<file path="src/rtl/core/rfid_uart_frame_checker_core_macros.svh">
// Assertion helpers for the RTL of the frame checker, included by rufc_engine.sv.
`ifndef RFID_UART_FRAME_CHECKER_CORE_MACROS_SVH
`define RFID_UART_FRAME_CHECKER_CORE_MACROS_SVH

// The consequent must hold in the same cycle as the antecedent.
`define RUFC_ASSERT_SAME(label, clk, rst_n, ante, cons) \
  label: assert property (@(posedge clk) disable iff (!rst_n) (ante) |-> (cons)) \
    else $error("frame checker assertion failed");

// The consequent must hold in the cycle after the antecedent.
`define RUFC_ASSERT_NEXT(label, clk, rst_n, ante, cons) \
  label: assert property (@(posedge clk) disable iff (!rst_n) (ante) |=> (cons)) \
    else $error("frame checker assertion failed");

`endif

</file>
<file path="src/rtl/core/rufc_pkg.sv">
`default_nettype none
package rufc_pkg;

  localparam int TOKEN_CHARS = 12;
  localparam int CHAR_W      = 8;
  localparam int HALF_CHARS  = TOKEN_CHARS / 2;
  localparam int HALF_W      = HALF_CHARS * CHAR_W;
  localparam int COUNT_W     = 4;
  localparam int ELAPSED_W   = 9;
  localparam int CFG_IDX_W   = 2;
  localparam int CFG_DATA_W  = 8;
  localparam int CHECK_W     = 13;

  localparam logic [CHAR_W-1:0]    BYTE_START = 8'd2;
  localparam logic [CHAR_W-1:0]    BYTE_END   = 8'd3;
  localparam logic [CHAR_W-1:0]    DIGIT_LO   = 8'd48;
  localparam logic [CHAR_W-1:0]    DIGIT_HI   = 8'd57;
  localparam logic [CHECK_W-1:0]   DIGIT_BASE = 13'd48;
  localparam logic [CHECK_W-1:0]   ALPHA_BASE = 13'd55;
  localparam logic [COUNT_W-1:0]   COUNT_FULL = 4'd12;
  localparam logic [COUNT_W-1:0]   COUNT_OVER = 4'd13;

  localparam logic [CFG_DATA_W-1:0] ATTEMPT_LIMIT_RST = 8'd3;
  localparam logic [CFG_DATA_W-1:0] TIMEOUT_MS_RST    = 8'd100;

  localparam logic [CFG_IDX_W-1:0] CFG_ATTEMPT_LIMIT = 2'd0;
  localparam logic [CFG_IDX_W-1:0] CFG_TIMEOUT_MS    = 2'd1;

  typedef enum logic [1:0] {
    STATUS_TOKEN     = 2'd0,
    STATUS_EXHAUSTED = 2'd1,
    STATUS_TIMEOUT   = 2'd2
  } status_t;

  typedef logic [CHAR_W-1:0] char_t;

  typedef struct packed {
    logic  valid;
    logic  mode;
    char_t rx_byte;
  } item_t;

endpackage
`default_nettype wire

</file>
<file path="src/rtl/core/rufc_ifs.sv">
`default_nettype none
interface rufc_in_if;
  logic       valid;
  logic       ready;
  logic       mode;
  logic [7:0] rx_byte;

  modport source (output valid, output mode, output rx_byte, input ready);
  modport sink (input valid, input mode, input rx_byte, output ready);
endinterface

interface rufc_out_if;
  logic        valid;
  logic        ready;
  logic [1:0]  status;
  logic [47:0] token_first_half;
  logic [47:0] token_second_half;

  modport source (output valid, output status, output token_first_half,
                  output token_second_half, input ready);
  modport sink (input valid, input status, input token_first_half,
                input token_second_half, output ready);
endinterface
`default_nettype wire

</file>
<file path="src/rtl/core/rfid_uart_frame_checker_core.sv">
// Frame checker for a 125 kHz RFID reader that sends its tokens over a UART.
// The input channel carries one beat per received byte (mode 0) or per
// one-millisecond tick (mode 1). The result channel carries a beat only when
// a session ends: a good token with both halves of its characters, a failure
// after too many bad frames, or a timeout when no start byte came in time.
// The configuration port writes the attempt limit (index 0) and the timeout in
// milliseconds (index 1); the user writes them only while the block is idle, which the block itself does not enforce.
// An accepted beat is held in the input register until the frame logic takes
// it, is evaluated there and any result is written into the output register.
// The block takes one input beat every cycle while the output register is
// empty or being drained; the frame state is updated by a single pass of
// logic between the input and output registers.
// When the receiver stalls, the output register holds its result and the
// input register can still take one more beat; input ready then drops until
// the result is taken. Beats that produce no result never wait on the
// receiver once the output register is empty or being drained.
// Reset restores the register defaults (3 attempts, 100 ms), closes any
// frame and clears the counters; it takes effect at the next clock edge.
`default_nettype none
module rfid_uart_frame_checker_core
  import rufc_pkg::*;
(
  input  wire logic                  clk,
  input  wire logic                  rst_n,
  rufc_in_if.sink                    in_ch,
  rufc_out_if.source                 out_ch,
  input  wire logic                  cfg_we,
  input  wire logic [CFG_IDX_W-1:0]  cfg_index,
  input  wire logic [CFG_DATA_W-1:0] cfg_wdata
);

  item_t item;
  logic  take;

  rufc_in_stage u_in_stage (
    .clk   (clk),
    .rst_n (rst_n),
    .in_ch (in_ch),
    .take  (take),
    .item  (item)
  );

  rufc_engine u_engine (
    .clk       (clk),
    .rst_n     (rst_n),
    .item      (item),
    .take      (take),
    .cfg_we    (cfg_we),
    .cfg_index (cfg_index),
    .cfg_wdata (cfg_wdata),
    .out_ch    (out_ch)
  );

endmodule
`default_nettype wire

</file>
<file path="src/rtl/core/rufc_in_stage.sv">
`default_nettype none
module rufc_in_stage
  import rufc_pkg::*;
(
  input  wire logic clk,
  input  wire logic rst_n,
  rufc_in_if.sink   in_ch,
  input  wire logic take,
  output item_t     item
);

  logic  valid_r, valid_nxt;
  logic  mode_r;
  char_t byte_r;
  logic  load;

  assign in_ch.ready = !valid_r || take;
  assign load        = in_ch.valid && in_ch.ready;

  always_comb begin
    valid_nxt = valid_r;
    if (load) begin
      valid_nxt = 1'b1;
    end else if (take) begin
      valid_nxt = 1'b0;
    end
  end

  always_ff @(posedge clk) begin
    if (!rst_n) begin
      valid_r <= 1'b0;
    end else begin
      valid_r <= valid_nxt;
    end
  end

  always_ff @(posedge clk) begin
    if (load) begin
      mode_r <= in_ch.mode;
      byte_r <= in_ch.rx_byte;
    end
  end

  assign item.valid   = valid_r;
  assign item.mode    = mode_r;
  assign item.rx_byte = byte_r;

endmodule
`default_nettype wire

</file>
<file path="src/rtl/core/rufc_checksum.sv">
`default_nettype none
module rufc_checksum
  import rufc_pkg::*;
(
  input  wire char_t chars [TOKEN_CHARS],
  output logic       ok
);

  localparam int PAIRS = TOKEN_CHARS / 2;

  logic [CHECK_W-1:0] dec   [TOKEN_CHARS];
  logic [CHECK_W-1:0] pair  [PAIRS];
  logic [CHECK_W-1:0] x;

  always_comb begin
    for (int i = 0; i < TOKEN_CHARS; i++) begin
      if (chars[i] >= DIGIT_LO && chars[i] <= DIGIT_HI) begin
        dec[i] = {{(CHECK_W-CHAR_W){1'b0}}, chars[i]} - DIGIT_BASE;
      end else begin
        dec[i] = {{(CHECK_W-CHAR_W){1'b0}}, chars[i]} - ALPHA_BASE;
      end
    end
    for (int p = 0; p < PAIRS; p++) begin
      pair[p] = {dec[2*p][CHECK_W-5:0], 4'b0000} + dec[2*p+1];
    end
    x = '0;
    for (int p = 0; p < PAIRS - 1; p++) begin
      x = x ^ pair[p];
    end
    ok = (x == pair[PAIRS-1]);
  end

endmodule
`default_nettype wire

</file>
<file path="src/rtl/core/rufc_engine.sv">
`default_nettype none
`include "rfid_uart_frame_checker_core_macros.svh"
module rufc_engine
  import rufc_pkg::*;
(
  input  wire logic                  clk,
  input  wire logic                  rst_n,
  input  wire item_t                 item,
  output logic                       take,
  input  wire logic                  cfg_we,
  input  wire logic [CFG_IDX_W-1:0]  cfg_index,
  input  wire logic [CFG_DATA_W-1:0] cfg_wdata,
  rufc_out_if.source                 out_ch
);

  localparam logic [ELAPSED_W-1:0] ELAPSED_MAX = '1;
  localparam logic [7:0]           ATTEMPT_MAX = '1;

  logic [CFG_DATA_W-1:0] attempt_limit_r;
  logic [CFG_DATA_W-1:0] timeout_ms_r;

  logic                 frame_open_r, frame_open_nxt;
  logic [COUNT_W-1:0]   char_count_r, char_count_nxt;
  logic [7:0]           attempt_count_r, attempt_count_nxt;
  logic [ELAPSED_W-1:0] elapsed_r, elapsed_nxt, elapsed_inc;
  char_t                store_r [TOKEN_CHARS];

  logic                 out_valid_r;
  status_t              status_r;
  logic [HALF_W-1:0]    first_r;
  logic [HALF_W-1:0]    second_r;

  logic    proc;
  logic    emit;
  status_t emit_status;
  logic    store_we;
  logic    check_ok;
  logic    good;
  logic    restart;

  rufc_checksum u_checksum (
    .chars (store_r),
    .ok    (check_ok)
  );

  assign take = item.valid && (!out_valid_r || out_ch.ready);
  assign proc = take;
  assign good = frame_open_r && (char_count_r == COUNT_FULL) && check_ok;

  always_comb begin
    frame_open_nxt    = frame_open_r;
    char_count_nxt    = char_count_r;
    attempt_count_nxt = attempt_count_r;
    elapsed_nxt       = elapsed_r;
    emit              = 1'b0;
    emit_status       = STATUS_TOKEN;
    store_we          = 1'b0;
    restart           = 1'b0;
    elapsed_inc       = (elapsed_r == ELAPSED_MAX) ? elapsed_r : elapsed_r + 1'b1;
    if (proc) begin
      if (item.mode) begin
        elapsed_nxt = elapsed_inc;
        if (elapsed_inc > {1'b0, timeout_ms_r}) begin
          emit        = 1'b1;
          emit_status = STATUS_TIMEOUT;
          restart     = 1'b1;
        end
      end else if (item.rx_byte == BYTE_START) begin
        if (attempt_count_r != ATTEMPT_MAX) begin
          attempt_count_nxt = attempt_count_r + 1'b1;
        end
        elapsed_nxt    = '0;
        char_count_nxt = '0;
        frame_open_nxt = 1'b1;
      end else if (item.rx_byte == BYTE_END) begin
        frame_open_nxt = 1'b0;
        if (good) begin
          emit        = 1'b1;
          emit_status = STATUS_TOKEN;
          restart     = 1'b1;
        end else if (attempt_count_r > attempt_limit_r) begin
          emit        = 1'b1;
          emit_status = STATUS_EXHAUSTED;
          restart     = 1'b1;
        end
      end else if (frame_open_r) begin
        store_we = (char_count_r < COUNT_FULL);
        if (char_count_r < COUNT_OVER) begin
          char_count_nxt = char_count_r + 1'b1;
        end
      end
      if (restart) begin
        frame_open_nxt    = 1'b0;
        char_count_nxt    = '0;
        attempt_count_nxt = '0;
        elapsed_nxt       = '0;
      end
    end
  end

  always_ff @(posedge clk) begin
    if (!rst_n) begin
      attempt_limit_r <= ATTEMPT_LIMIT_RST;
      timeout_ms_r    <= TIMEOUT_MS_RST;
      frame_open_r    <= 1'b0;
      char_count_r    <= '0;
      attempt_count_r <= '0;
      elapsed_r       <= '0;
      out_valid_r     <= 1'b0;
    end else begin
      if (cfg_we) begin
        case (cfg_index)
          CFG_ATTEMPT_LIMIT: attempt_limit_r <= cfg_wdata;
          CFG_TIMEOUT_MS:    timeout_ms_r    <= cfg_wdata;
          default: begin
          end
        endcase
      end
      frame_open_r    <= frame_open_nxt;
      char_count_r    <= char_count_nxt;
      attempt_count_r <= attempt_count_nxt;
      elapsed_r       <= elapsed_nxt;
      if (proc) begin
        out_valid_r <= emit;
      end else if (out_ch.ready) begin
        out_valid_r <= 1'b0;
      end
    end
  end

  always_ff @(posedge clk) begin
    if (store_we) begin
      store_r[char_count_r] <= item.rx_byte;
    end
    if (proc && emit) begin
      status_r <= emit_status;
      if (emit_status == STATUS_TOKEN) begin
        first_r  <= {store_r[0], store_r[1], store_r[2],
                     store_r[3], store_r[4], store_r[5]};
        second_r <= {store_r[6], store_r[7], store_r[8],
                     store_r[9], store_r[10], store_r[11]};
      end else begin
        first_r  <= '0;
        second_r <= '0;
      end
    end
  end

  assign out_ch.valid             = out_valid_r;
  assign out_ch.status            = status_r;
  assign out_ch.token_first_half  = first_r;
  assign out_ch.token_second_half = second_r;

  `RUFC_ASSERT_SAME(a_count_bounded, clk, rst_n, 1'b1, char_count_r <= COUNT_OVER)
  `RUFC_ASSERT_NEXT(a_start_clears_time, clk, rst_n,
                    proc && !item.mode && item.rx_byte == BYTE_START, elapsed_r == '0)
  `RUFC_ASSERT_NEXT(a_result_restarts, clk, rst_n, proc && emit,
                    attempt_count_r == '0 && !frame_open_r && out_valid_r)
  `RUFC_ASSERT_SAME(a_fail_zero_token, clk, rst_n,
                    out_valid_r && status_r != STATUS_TOKEN,
                    first_r == '0 && second_r == '0)

endmodule
`default_nettype wire
</file>
<file path="src/flat_wrapper.sv">
// flat-port wrapper written by rule: the top's interface ports become plain ports
module rfid_uart_frame_checker_core_flat import rufc_pkg::*;
  (clk, rst_n, cfg_we, cfg_index, cfg_wdata, in_ch_valid, in_ch_mode, in_ch_rx_byte, in_ch_ready, out_ch_valid, out_ch_status, out_ch_token_first_half, out_ch_token_second_half, out_ch_ready);
  rufc_in_if in_ch_i ();
  rufc_out_if out_ch_i ();
  input  wire logic clk;
  input  wire logic rst_n;
  input  wire logic cfg_we;
  input  wire logic [CFG_IDX_W-1:0] cfg_index;
  input  wire logic [CFG_DATA_W-1:0] cfg_wdata;
  input wire logic [$bits(in_ch_i.valid)-1:0] in_ch_valid;
  input wire logic [$bits(in_ch_i.mode)-1:0] in_ch_mode;
  input wire logic [$bits(in_ch_i.rx_byte)-1:0] in_ch_rx_byte;
  output wire logic [$bits(in_ch_i.ready)-1:0] in_ch_ready;
  output wire logic [$bits(out_ch_i.valid)-1:0] out_ch_valid;
  output wire logic [$bits(out_ch_i.status)-1:0] out_ch_status;
  output wire logic [$bits(out_ch_i.token_first_half)-1:0] out_ch_token_first_half;
  output wire logic [$bits(out_ch_i.token_second_half)-1:0] out_ch_token_second_half;
  input wire logic [$bits(out_ch_i.ready)-1:0] out_ch_ready;
  assign in_ch_i.valid = in_ch_valid;
  assign in_ch_i.mode = in_ch_mode;
  assign in_ch_i.rx_byte = in_ch_rx_byte;
  assign in_ch_ready = in_ch_i.ready;
  assign out_ch_valid = out_ch_i.valid;
  assign out_ch_status = out_ch_i.status;
  assign out_ch_token_first_half = out_ch_i.token_first_half;
  assign out_ch_token_second_half = out_ch_i.token_second_half;
  assign out_ch_i.ready = out_ch_ready;
  rfid_uart_frame_checker_core u_core (.clk(clk), .rst_n(rst_n), .in_ch(in_ch_i), .out_ch(out_ch_i), .cfg_we(cfg_we), .cfg_index(cfg_index), .cfg_wdata(cfg_wdata));
endmodule
</file>
<file path="config.mk">
export PLATFORM = sky130hd
export DESIGN_NAME = rfid_uart_frame_checker_core_flat
export DESIGN_NICKNAME = d
export VERILOG_FILES = /design/src/rtl/core/rufc_pkg.sv /design/src/rtl/core/rufc_ifs.sv /design/src/rtl/core/rfid_uart_frame_checker_core.sv /design/src/rtl/core/rufc_in_stage.sv /design/src/rtl/core/rufc_checksum.sv /design/src/rtl/core/rufc_engine.sv /design/src/flat_wrapper.sv
export VERILOG_INCLUDE_DIRS = /design/src /design/src/rtl/core
export SDC_FILE = /design/constraint.sdc
export NUM_CORES = 1
export LEC_CHECK = 0
export BUFFER_PORTS_ARGS = -buffer_cell sky130_fd_sc_hd__buf_2
export CORE_ASPECT_RATIO = 0.8
export CORE_MARGIN = 5
export CORE_UTILIZATION = 45
export DETAILED_ROUTE_END_ITERATION = 6
export GPL_TIMING_DRIVEN = 0
export MAX_ROUTING_LAYER = met4
export PLACE_DENSITY_LB_ADDON = 0.15
export SETUP_SLACK_MARGIN = 0.4
export SYNTH_ARGS = -nofsm -noshare
export SYNTH_HDL_FRONTEND = slang
export SYNTH_SLANG_ARGS = --single-unit
</file>
<file path="constraint.sdc">
create_clock -name clk -period 5.98 [get_ports clk]
set_clock_uncertainty 0.1 [all_clocks]
set_input_delay 0.299 -clock clk [delete_from_list [all_inputs] [get_ports clk]]
set_output_delay 0.299 -clock clk [all_outputs]
set_load 0.02 [all_outputs]
</file>
After elaboration in Yosys (flattened, before gate mapping):

Index checks and enable logic that the tools add are counted.

* order comparisons: 30
* eq/ne operators: 9
* shifts and indexed selects: 0
* add/sub/neg operators: 33
* div/mod/pow operators: 0
* bitwise gates (word level): 5
* multipliers: 0
* reduce and logical (&&, ||, !) cells: 38
* muxes and demuxes: 57

Operator list (number)
* $sub A8 B6 Y9 const B: 24
* $bwmux W96: 1
* $ge A8 B6 Y1 const B: 12
* $le A8 B6 Y1 const B: 12
* $mux W9: 10
* $add A13 B13 Y13: 6
* $mux W13: 6
* $xor A13 B13 Y13: 4
* $mux W8: 5
* $demux W8 S4: 1
* $mux W1: 25
* $mux W4: 6
* $logic_and A1 B1 Y1: 18
* $eq A8 B2 Y1 const B: 2
* $eq A13 B13 Y1: 1
* $reduce_bool A3 Y1: 4
* $add A9 B1 Y9 const B: 1
* $eq A9 B9 Y1 const B: 1
* $gt A9 B8 Y1: 1
* $add A8 B1 Y8 const B: 1
* $gt A8 B8 Y1: 1
* $lt A4 B4 Y1 const B: 2
* $ne A8 B8 Y1 const B: 1
* $reduce_bool A2 Y1: 4
* other kinds (16): 23

* bits in registers: 243
* logic and storage cells: 197
* memories: 0
* bits in latches: 0
* bits in writable memories: 0
* output and inout bits: 100
* bits in read-only memories: 0
* input bits: 24

Logic depth before layout (Yosys ltp):

Gate-level depths: netlist of run 1.

* word-level depth: 17
* mapped depth: 24
* depth with buffers taken out: 23

Cells and area by module:

Synthesis of run 1 repeated with hierarchy kept, for this count alone.

* cells, all modules: 1362
* area total of the unflattened synthesis: 14756.7 µm²

By module, submodules not included
* rufc_engine: times used 1, seq. area each 6606.3 µm², area an instance 9022.4 µm², cells each 619
* rufc_checksum: times used 1, seq. area each 0.0 µm², area an instance 5391.4 µm², cells each 727
* rufc_in_stage: times used 1, seq. area each 290.3 µm², area an instance 342.8 µm², cells each 16

Worst setup path after synthesis of run 1:

No wires, ideal clock.

* path type: flip-flop to flip-flop
* from: register u_core.u_engine.store_r[64] (netlist name)
* to: register u_core.u_engine.status_r[0] (netlist: u_core.u_engine.out_ch.status[0]) (enable)
* setup slack: -0.376 ns
* path buffers: 0
* data required time: 5.429 ns
* setup time: 0.451 ns
* stages on the path, launching flop included: 21
* arrival time: 5.805 ns
* period minus slack after synthesis: 6.356 ns
* path through: edfxtp_1 inv_1 ha_1 nand4bb_1 a221o_1 nand2_1 xor2_1 ha_1 inv_1 fa_1 xnor2_1 xnor2_1 xnor2_1 xnor2_1 or4_1 nor3_1 nand4_1 o41a_1 nor2_1 nor2_1 inv_1

* word-level cells in the longest chain between the ends: 16
* elaborated cells on any way between the ends: 19
* classes of those cells: add/sub: 3; order compare: 2; eq/ne: 1; mux: 6; bitwise: 4; reduce/logical: 3

RTL lines
* start, declared: line rufc_engine.sv:26 `char_t store_r [TOKEN_CHARS];`
* start signal, assigned by index: line rufc_engine.sv:133 `store_r[char_count_r] <= item.rx_byte;`
* $ge A8 B6 Y1 / $le A8 B6 Y1 (equally long branches): line rufc_checksum.sv:17 `if (chars[i] >= DIGIT_LO && chars[i] <= DIGIT_HI) begin`
* $logic_and A1 B1 Y1: line rufc_checksum.sv:17
* $mux W13 *: line rufc_checksum.sv:17
* $add A13 B13 Y13 *: line rufc_checksum.sv:24 `pair[p] = {dec[2*p][CHECK_W-5:0], 4'b0000} + dec[2*p+1];`
* $xor A13 B13 Y13 * (4 in series): line rufc_checksum.sv:28 `x = x ^ pair[p];`
* $eq A13 B13 Y1 *: line rufc_checksum.sv:30 `ok = (x == pair[PAIRS-1]);`
* $logic_and A1 B1 Y1 *: line rufc_engine.sv:48 `assign good = frame_open_r && (char_count_r == COUNT_FULL) && check_ok;`
* $mux W1 *: line rufc_engine.sv:77 `if (good) begin`
* $mux W1 *: line rufc_engine.sv:75 `end else if (item.rx_byte == BYTE_END) begin`
* $mux W1 *: line rufc_engine.sv:68 `end else if (item.rx_byte == BYTE_START) begin`
* $mux W1 *: line rufc_engine.sv:61 `if (item.mode) begin`
* $mux W1 *: line rufc_engine.sv:60 `if (proc) begin`
* $logic_and A1 B1 Y1 *: line rufc_engine.sv:135 `if (proc && emit) begin`
* end signal, assigned: line rufc_engine.sv:136 `status_r <= emit_status;`
* end, declared: line rufc_engine.sv:29 `status_t status_r;`

Mark *: on every way between the ends. The rest lies on a longest branch, timed or not.
A chain may end at the register's enable or synchronous reset.

Worst setup path after layout of run 1:

* from: register u_core.u_engine.store_r[76] (netlist name)
* to: register u_core.u_engine.attempt_count_r[7]

* word-level cells in the longest chain between the ends: 17
* elaborated cells on any way between the ends: 23
* classes of those cells: add/sub: 3; order compare: 2; eq/ne: 2; mux: 7; bitwise: 4; reduce/logical: 5

RTL lines
* $ge A8 B6 Y1 / $le A8 B6 Y1 (equally long branches): line rufc_checksum.sv:17
* $logic_and A1 B1 Y1: line rufc_checksum.sv:17
* $mux W9 *: line rufc_checksum.sv:17
* $add A13 B13 Y13 *: line rufc_checksum.sv:24
* $xor A13 B13 Y13 * (4 in series): line rufc_checksum.sv:28
* $eq A13 B13 Y1 *: line rufc_checksum.sv:30
* $logic_and A1 B1 Y1 *: line rufc_engine.sv:48
* $mux W1 *: line rufc_engine.sv:77
* $mux W1 *: line rufc_engine.sv:75
* $mux W1 *: line rufc_engine.sv:68
* $mux W1 *: line rufc_engine.sv:61
* $mux W1 *: line rufc_engine.sv:60
* $ne A2 B2 Y1 (no source line) / $reduce_bool A2 Y1 (equally long branches)
* $reduce_and A4 Y1 (no source line)
* end signal, assigned: line rufc_engine.sv:121 `attempt_count_r <= attempt_count_nxt;`
* end, declared: line rufc_engine.sv:24 `logic [7:0] attempt_count_r, attempt_count_nxt;`

Mark *: on every way between the ends. The rest lies on a longest branch, timed or not. The select of a mux whose other input is x is not followed.

==> results of run 1 <==
[what timing repair did]
action / 4_1_cts / 5_1_grt
pin swaps: 9 / 34
endpoints found under the hold margin: 30 / 0
cloned: 0 / 1
endpoints found under the setup margin: 194 / 202
setup buffers: 15 / 50
hold buffers: 21 / 0
resized for setup: 20 / 72
[cells by family (layout without fill, tap and decap cells)]
family / count (synthesis) / count (layout)
compound gates: 258 / 258
xor+xnor: 179 / 179
fa+ha+maj: 125 / 125
buf+inv: 97 / 355
flops: 243 / 243
mux: 19 / 19
simple gates: 457 / 457
[worst paths after layout]
path	cells past startpoint	slack (ps)	to	startpoint
worst max register to register	22	410	u_core.u_engine.attempt_count_r[7]	u_core.u_engine.store_r[76]
worst min register to register	2	410	u_core.u_engine.attempt_limit_r[0]	u_core.u_engine.attempt_limit_r[0]
worst max-delay path	22	410	u_core.u_engine.attempt_count_r[7]	u_core.u_engine.store_r[76]
worst min-delay path	4	70	u_core.u_engine.timeout_ms_r[0]	cfg_we
[Yosys cell counts (5+ instances only)]
cell type / count / area [um^2]
dfxtp_1: 40 / 801
and2_1: 84 / 526
a31oi_1: 10 / 62.6
or4_1: 5 / 37.5
mux2i_1: 13 / 130
nand2_1: 116 / 435
or2_2: 6 / 37.5
a21boi_0: 12 / 90.1
xnor3_1: 6 / 135
nor2_1: 76 / 285
clkbuf_1: 21 / 78.8
nand3b_1: 9 / 67.6
nand4_1: 11 / 68.8
o31ai_1: 9 / 67.6
o21a_1: 10 / 75.1
mux2_2: 6 / 67.6
and3_1: 15 / 93.8
xor2_1: 49 / 429
nand2b_1: 16 / 100
o21ai_1: 6 / 30.0
edfxtp_1: 203 / 6100
nor2b_1: 24 / 150
nor3_1: 47 / 235
fa_1: 6 / 120
o21bai_1: 15 / 113
xnor2_1: 120 / 1050
ha_1: 119 / 1490
o21ai_0: 51 / 255
inv_1: 70 / 263
a21oi_1: 75 / 375
a211oi_1: 5 / 37.5
nand3_1: 26 / 130
a21o_1: 24 / 180
a2111oi_0: 6 / 52.6
[metal layers]
metal | track usage | wire length, um
met5 | - | 0
met4 | 0.0434 | 820
met3 | 0.0330 | 2560
met2 | 0.328 | 17700
met1 | 0.314 | 18900
[final cells by class]
type,instances,share of cell area
tap,427,0.0299
timing repair buffer,211,0.0768
buffer,27,0.00888
sequential,243,0.386
clock inverter,15,0.00727
multi-input combinational,1038,0.438
clock buffer,32,0.0388
inverter,70,0.0149
[power by group through the flow]
stage	Combinational (uW)	Sequential, uW	Clock, uW
finish	66.3	1870	1580
global route	73.9	1870	1690
CTS	65.7	1870	1620
detailed placement	54.0	1910	0
global placement	52.6	1910	0
floorplan	34.7	1880	0
[stage by stage]
| stage | area [um^2] | hold WS, ps | worst slack (ps) | TNS (ps) | instances |
|---|---|---|---|---|---|
| floorplan | 14800 | 298 | 456 | 0 | 1378 |
| global placement | 16000 | 379 | -953 | -107790 | 1927 |
| detailed placement | 16000 | 380 | -468 | -15500 | 1929 |
| CTS | 17200 | 33.3 | 404 | 0 | 2012 |
| global route | 17900 | 84.8 | 204 | 0 | 2063 |
| finish | 17900 | 65.4 | 415 | 0 | 2063 |
[worst min-delay path, stage by stage]
cell,delay (ps)
buf_2,100
nand3b_1,100
mux2i_1,80
nor2b_1,90
[flip-flops by register name (all words and copies together), names as in the netlist]
name,count
u_core.u_engine.out_ch.status,2
u_core.u_in_stage.valid_r,1
u_core.u_engine.char_count_r,4
u_core.u_engine.attempt_limit_r,8
u_core.u_engine.out_ch.token_first_half,48
u_core.u_engine.out_ch.token_second_half,48
u_core.u_engine.timeout_ms_r,8
u_core.u_engine.elapsed_r,9
u_core.u_in_stage.byte_r,8
u_core.u_in_stage.mode_r,1
u_core.u_engine.store_r,96
u_core.u_engine.attempt_count_r,8
u_core.u_engine.frame_open_r,1
u_core.u_engine.out_ch.valid,1
==> metrics.csv, run 1 <==
metric,value,unit
antenna_found_initial,0,
final_util,0.551,
worstPathCellList,"ha_2, nand4bb_1, a32oi_2, nand2_2, buf_4, nand2_1, xnor2_1, ha_1, nor2b_2, o21ai_2, buf_4, a21oi_2, o41ai_2, xnor2_1, xnor2_1, xnor3_2, o41a_1, a221o_2, a21o_1, buf_6, or4_4, a21oi_2",
ys.flop_type,edfxtp_1,
die_w,213,um
clk_latency,550,ps
crit_required,6360,ps
synth_top_family_by_area,simple AND/OR/NAND/NOR gates,
fmax,0.180,GHz
worstMarginPinSlew,1020,ps
fin_crit_sh,0.931,
ant_nets,0,
numCtsBuffers,26,
yosysSeqAreaShare,0.465,
dpl.hpwl,28600,um
cts-root-buf,clkbuf_16,
multi_input_area,0.00784,mm^2
layout_commonest_cell,edfxtp_1,
cp_num_buf_inv,3,
yosys_warnings,0,
crit_arrival,5950,ps
vias,11100,
track_usage,0.217,
ys_ff_latch,243,
antenna_cells,0,
startpoint_type,flop,
core-area,0.0325,mm^2
internal_power,2780,uW
routedWlPerCell,19.4,um
combPwrFrac,0.019,
critPathCaptureType,flop,
vias_per_cell,5.38,
synth_mux_area_frac,0.0133,
initial_core_util,0.456,
dieArea,0.0367,mm^2
fillers,2830,
grt_overflow_total,0,
synth_area_per_cell,10.8,um^2
final_cell_mix,"edfxtp_1 (203), buf_2 (122), xnor2_1 (117), nand2_1 (111), ha_1 (110)",
setup_viol,0,
ios,124,
criticalPathCategory,flop to flop,
cp_max_fo,7,
crit_path_frequent_cell,xnor2_1,
nets,1766,
hold_violations,0,
clkPwrFrac,0.449,
switchingPower,739,uW
synth-simple-area-share,0.158,
layout-drive-gt1-share,0.208,
power.share.switching,0.210,
ir_worst_vdd,0.179,mV
synth_compound_area_frac,0.112,
grt_pass1_vias,10500,
synth_cells,1378,
total_power,3520,uW
first_pass_iters,5,
p_seq_frac,0.532,
max_cap_violations,0,
fp.dieH,172,um
cts_buffer_depth,3,
grt_pass1_wl,59700,um
p_leak,0.00714,uW
slowest_stage,xnor3_2,
portBuffers,122,
pwr_density_cell,197,mW/mm^2
synthArstFlopShare,0,
synth-edff-count,203,
first_iter_violations,714,
gp_congestion,0.933,
cts.sinks,243,
syn_area,0.0148,mm^2
synth-xor-area-share,0.116,
tritoncts,yes,
clk_pin_slew,60,ps
syn_nets,1527,
drc,0,
status,"complete, no violations",
syn2layout_area_growth,20.7,%
fp-row-count,59,
critical-path-max-stage-delay,470,ps
rsz0062_at_grt,true,
cts-htree-levels,1,
routed_wl,40000,um
grt_max_degree,47,
synth_cell_types,75,
cp_top_family,compound AO/OA/AOI/OAI gates,
hold_class,input port to flop,
yosys.area_share.adder,0.109,
period_minus_slack,5570,ps
register_area,0.00690,mm^2
maxSlewHeadroom,0.316,
maxSlewViolCount,0,
Power figures use the tool's default switching activity.
==> run 2, diff against run 1 <==
--- a/config.mk
+++ b/config.mk
@@ -9,7 +9,7 @@
 export BUFFER_PORTS_ARGS = -buffer_cell sky130_fd_sc_hd__buf_2
 export CORE_ASPECT_RATIO = 0.8
 export CORE_MARGIN = 5
-export CORE_UTILIZATION = 45
+export CORE_UTILIZATION = 55
 export DETAILED_ROUTE_END_ITERATION = 6
 export GPL_TIMING_DRIVEN = 0
 export MAX_ROUTING_LAYER = met4
==> run 2 against run 1 <==
  * Clock power up 3%
  * Setup slack better by 39 ps
  * Sequential power about the same
  * Largest power group unchanged
  * Highest routed layer unchanged
==> metrics.csv, run 2 (synthesis results as in run 1) <==
metric,value,unit,change
ir_worst_vdd,0.243,mV,+36%
antenna_found_initial,0,,unchanged
track_usage,0.249,,+0.0313
nets,1763,,-0.17%
hold_violations,0,,unchanged
rrSetupSlack,450,ps,+40 ps
placed_area,0.0159,mm^2,-0.58%
numCtsBuffers,26,,unchanged
critical-path-max-stage-delay,470,ps,about the same
portBuffers,122,,unchanged
syn2layout_area_growth,20.2,%,
initial_core_util,0.562,,+0.105
vias_per_cell,5.63,,+4.7%
criticalPathCategory,flop to flop,,
critPathCaptureType,flop,,
slowest_stage,edfxtp_1,,
layout_commonest_cell,edfxtp_1,,
hold_class,input port to flop,,
grt_pass1_vias,10500,,+0.40%
fp.dieH,157,um,-9.0%
reg2reg_depth,20,,-9.1%
multi_input_area,0.00786,mm^2,+0.29%
cp_top_family,compound AO/OA/AOI/OAI gates,,
worstMarginPinSlew,996,ps,-24.1 ps
vias,11200,,+1.1%
cp_max_fo,10,,+3
reg2reg_from,u_core.u_engine.store_r[12],,
clk_latency,540,ps,about the same
hold_path_end,u_core.u_engine.timeout_ms_r[0],,
startpoint_type,flop,,
fp-row-count,53,,-10%
clk_pin_slew,60,ps,about the same
grt_pass1_wl,58100,um,-2.6%
fillers,2036,,-28%
first_iter_violations,875,,+23%
crit_required,6350,ps,about the same
register_area,0.00690,mm^2,unchanged
fin_crit_sh,0.924,,-0.00658
worstPathCellList,"ha_1, nand2_1, o21ai_1, nand3_2, xnor2_2, ha_2, fa_2, a21oi_1, nor2b_1, a311oi_2, a21oi_2, xnor2_2, xnor2_1, xnor3_2, o41a_1, a221o_2, a21o_1, buf_6, or4_4, a21oi_2",,
crit_arrival,5900,ps,-50 ps
pre_cts_ws,-342,ps,+126 ps
core-area,0.0264,mm^2,-19%
dieArea,0.0304,mm^2,-17%
grt_overflow_total,0,,unchanged
max_cap_violations,0,,unchanged
tns,0,ps,unchanged
dpl.hpwl,26900,um,-6.0%
drc,0,,unchanged
routedWlPerCell,19.2,um,-1.4%
setup_viol,0,,unchanged
hold_start,cfg_we,,
first_pass_iters,6,,+1
largest_register,u_core.u_engine.store_r,,
largest_reg_flops,96,,unchanged
layout-drive-gt1-share,0.212,,+0.00393
fmax,0.181,GHz,+0.71%
hold_ws,84.8,ps,+19.4 ps
ios,124,,unchanged
top_layer,met4,,
maxSlewHeadroom,0.336,,+0.0197
final_cell_mix,"edfxtp_1 (203), buf_2 (123), xnor2_1 (113), nand2_1 (112), ha_1 (108)",,
period_minus_slack,5530,ps,-39.3 ps
grt_max_degree,49,,+4.3%
cts.sinks,243,,unchanged
cts-htree-levels,1,,unchanged
status,"complete, no violations",,
gp_congestion,0.953,,+2.1%
p_leak,0.00716,uW,+0.23%
tritoncts,yes,,
routed-wl-met2,17200,um,-2.9%
ant_nets,0,,unchanged
die_w,194,um,-9.1%
antenna_cells,0,,unchanged
wl_met1,17500,um,-7.6%
wl_met3,2480,um,-2.9%
cts-root-buf,clkbuf_16,,
cp_num_buf_inv,1,,-2
fin_area,0.0178,mm^2,-0.43%
rsz0062_at_grt,false,,
pwr_density_cell,200,mW/mm^2,+1.5%
routed_wl,38100,um,-4.8%
r2r-end,u_core.u_engine.attempt_count_r[3],,
final.setup.worst_slack,454,ps,+39.3 ps
min_path_cells,4,,unchanged
cts_buffer_depth,3,,unchanged
maxSlewViolCount,0,,unchanged
==> run 2: cell count changes in the layout (fill, tap and decap cells not counted), moves of 3 or more <==
| cell | delta |
|---|---|
| o21bai_2 | -3 |
| clkinv_2 | +3 |
| xnor2_1 | -4 |
| xnor2_2 | +4 |
| ha_2 | +3 |
==> run 2: repair_timing <==
action                                  in CTS  in global routing
setup buffers                               12                 51
pin swaps                                    5                 39
hold buffers                                21                  0
endpoints found under the setup margin     192                169
endpoints found under the hold margin       30                  0
resized for setup                           16                 79
==> run 2: layer usage <==
layer | up-vias | GRT usage
met5 | - | -
met4 | 0 | 0.0522
met3 | 78 | 0.0366
met2 | 388 | 0.385
met1 | 5354 | 0.353
li1 | 5397 | -
==> run 2: how the worst max path moves through the flow <==
stage	startpoint	endpoint	slack, ps	cells past startpoint
detailed placement	u_core.u_engine.store_r[32]	u_core.u_engine.out_ch.token_first_half[18]	-340	20
CTS	u_core.u_engine.store_r[29]	u_core.u_engine.attempt_count_r[3]	400	21
global placement	u_core.u_engine.store_r[64]	u_core.u_engine.out_ch.token_second_half[11]	-820	20
finish	u_core.u_engine.store_r[12]	u_core.u_engine.attempt_count_r[3]	450	20
floorplan	u_core.u_engine.store_r[64]	u_core.u_engine.out_ch.status[0]	460	20
global route	u_core.u_engine.store_r[12]	u_core.u_engine.attempt_count_r[5]	270	20
==> run 2: where the power goes <==
| part | internal [uW] | switching, uW |
|---|---|---|
| combinational | 32.2 | 33.6 |
| clock | 953 | 663 |
| sequential | 1840 | 36.6 |
| total | 2820 | 733 |
==> run 2: metrics by stage <==
stage | utilization | power, uW | instances
2_1_floorplan | - | 1920 | 1378
3_3_place_gp | 0.602 | 1960 | 1857
3_5_place_dp | 0.604 | 1960 | 1859
4_1_cts | 0.650 | 3580 | 1940
5_1_grt | 0.675 | 3670 | 1991
6_report | 0.675 | 3550 | 1991
==> run 2: final cells by class <==
cell class                      count  area share
Clock inverter                     18     0.00969
Timing Repair Buffer              208      0.0749
Inverter                           70      0.0150
Clock buffer                       30      0.0386
Buffer                             27     0.00857
Sequential cell                   243       0.387
Multi-Input combinational cell   1038       0.441
Tap cell                          357      0.0251
==> run 2: tightest hold or removal path: cells and delay by family <==
kind / cells / cell delay, ps
multiplexers: 1 / 80
AND/OR/NAND/NOR: 2 / 210
buffers and inverters: 1 / 100
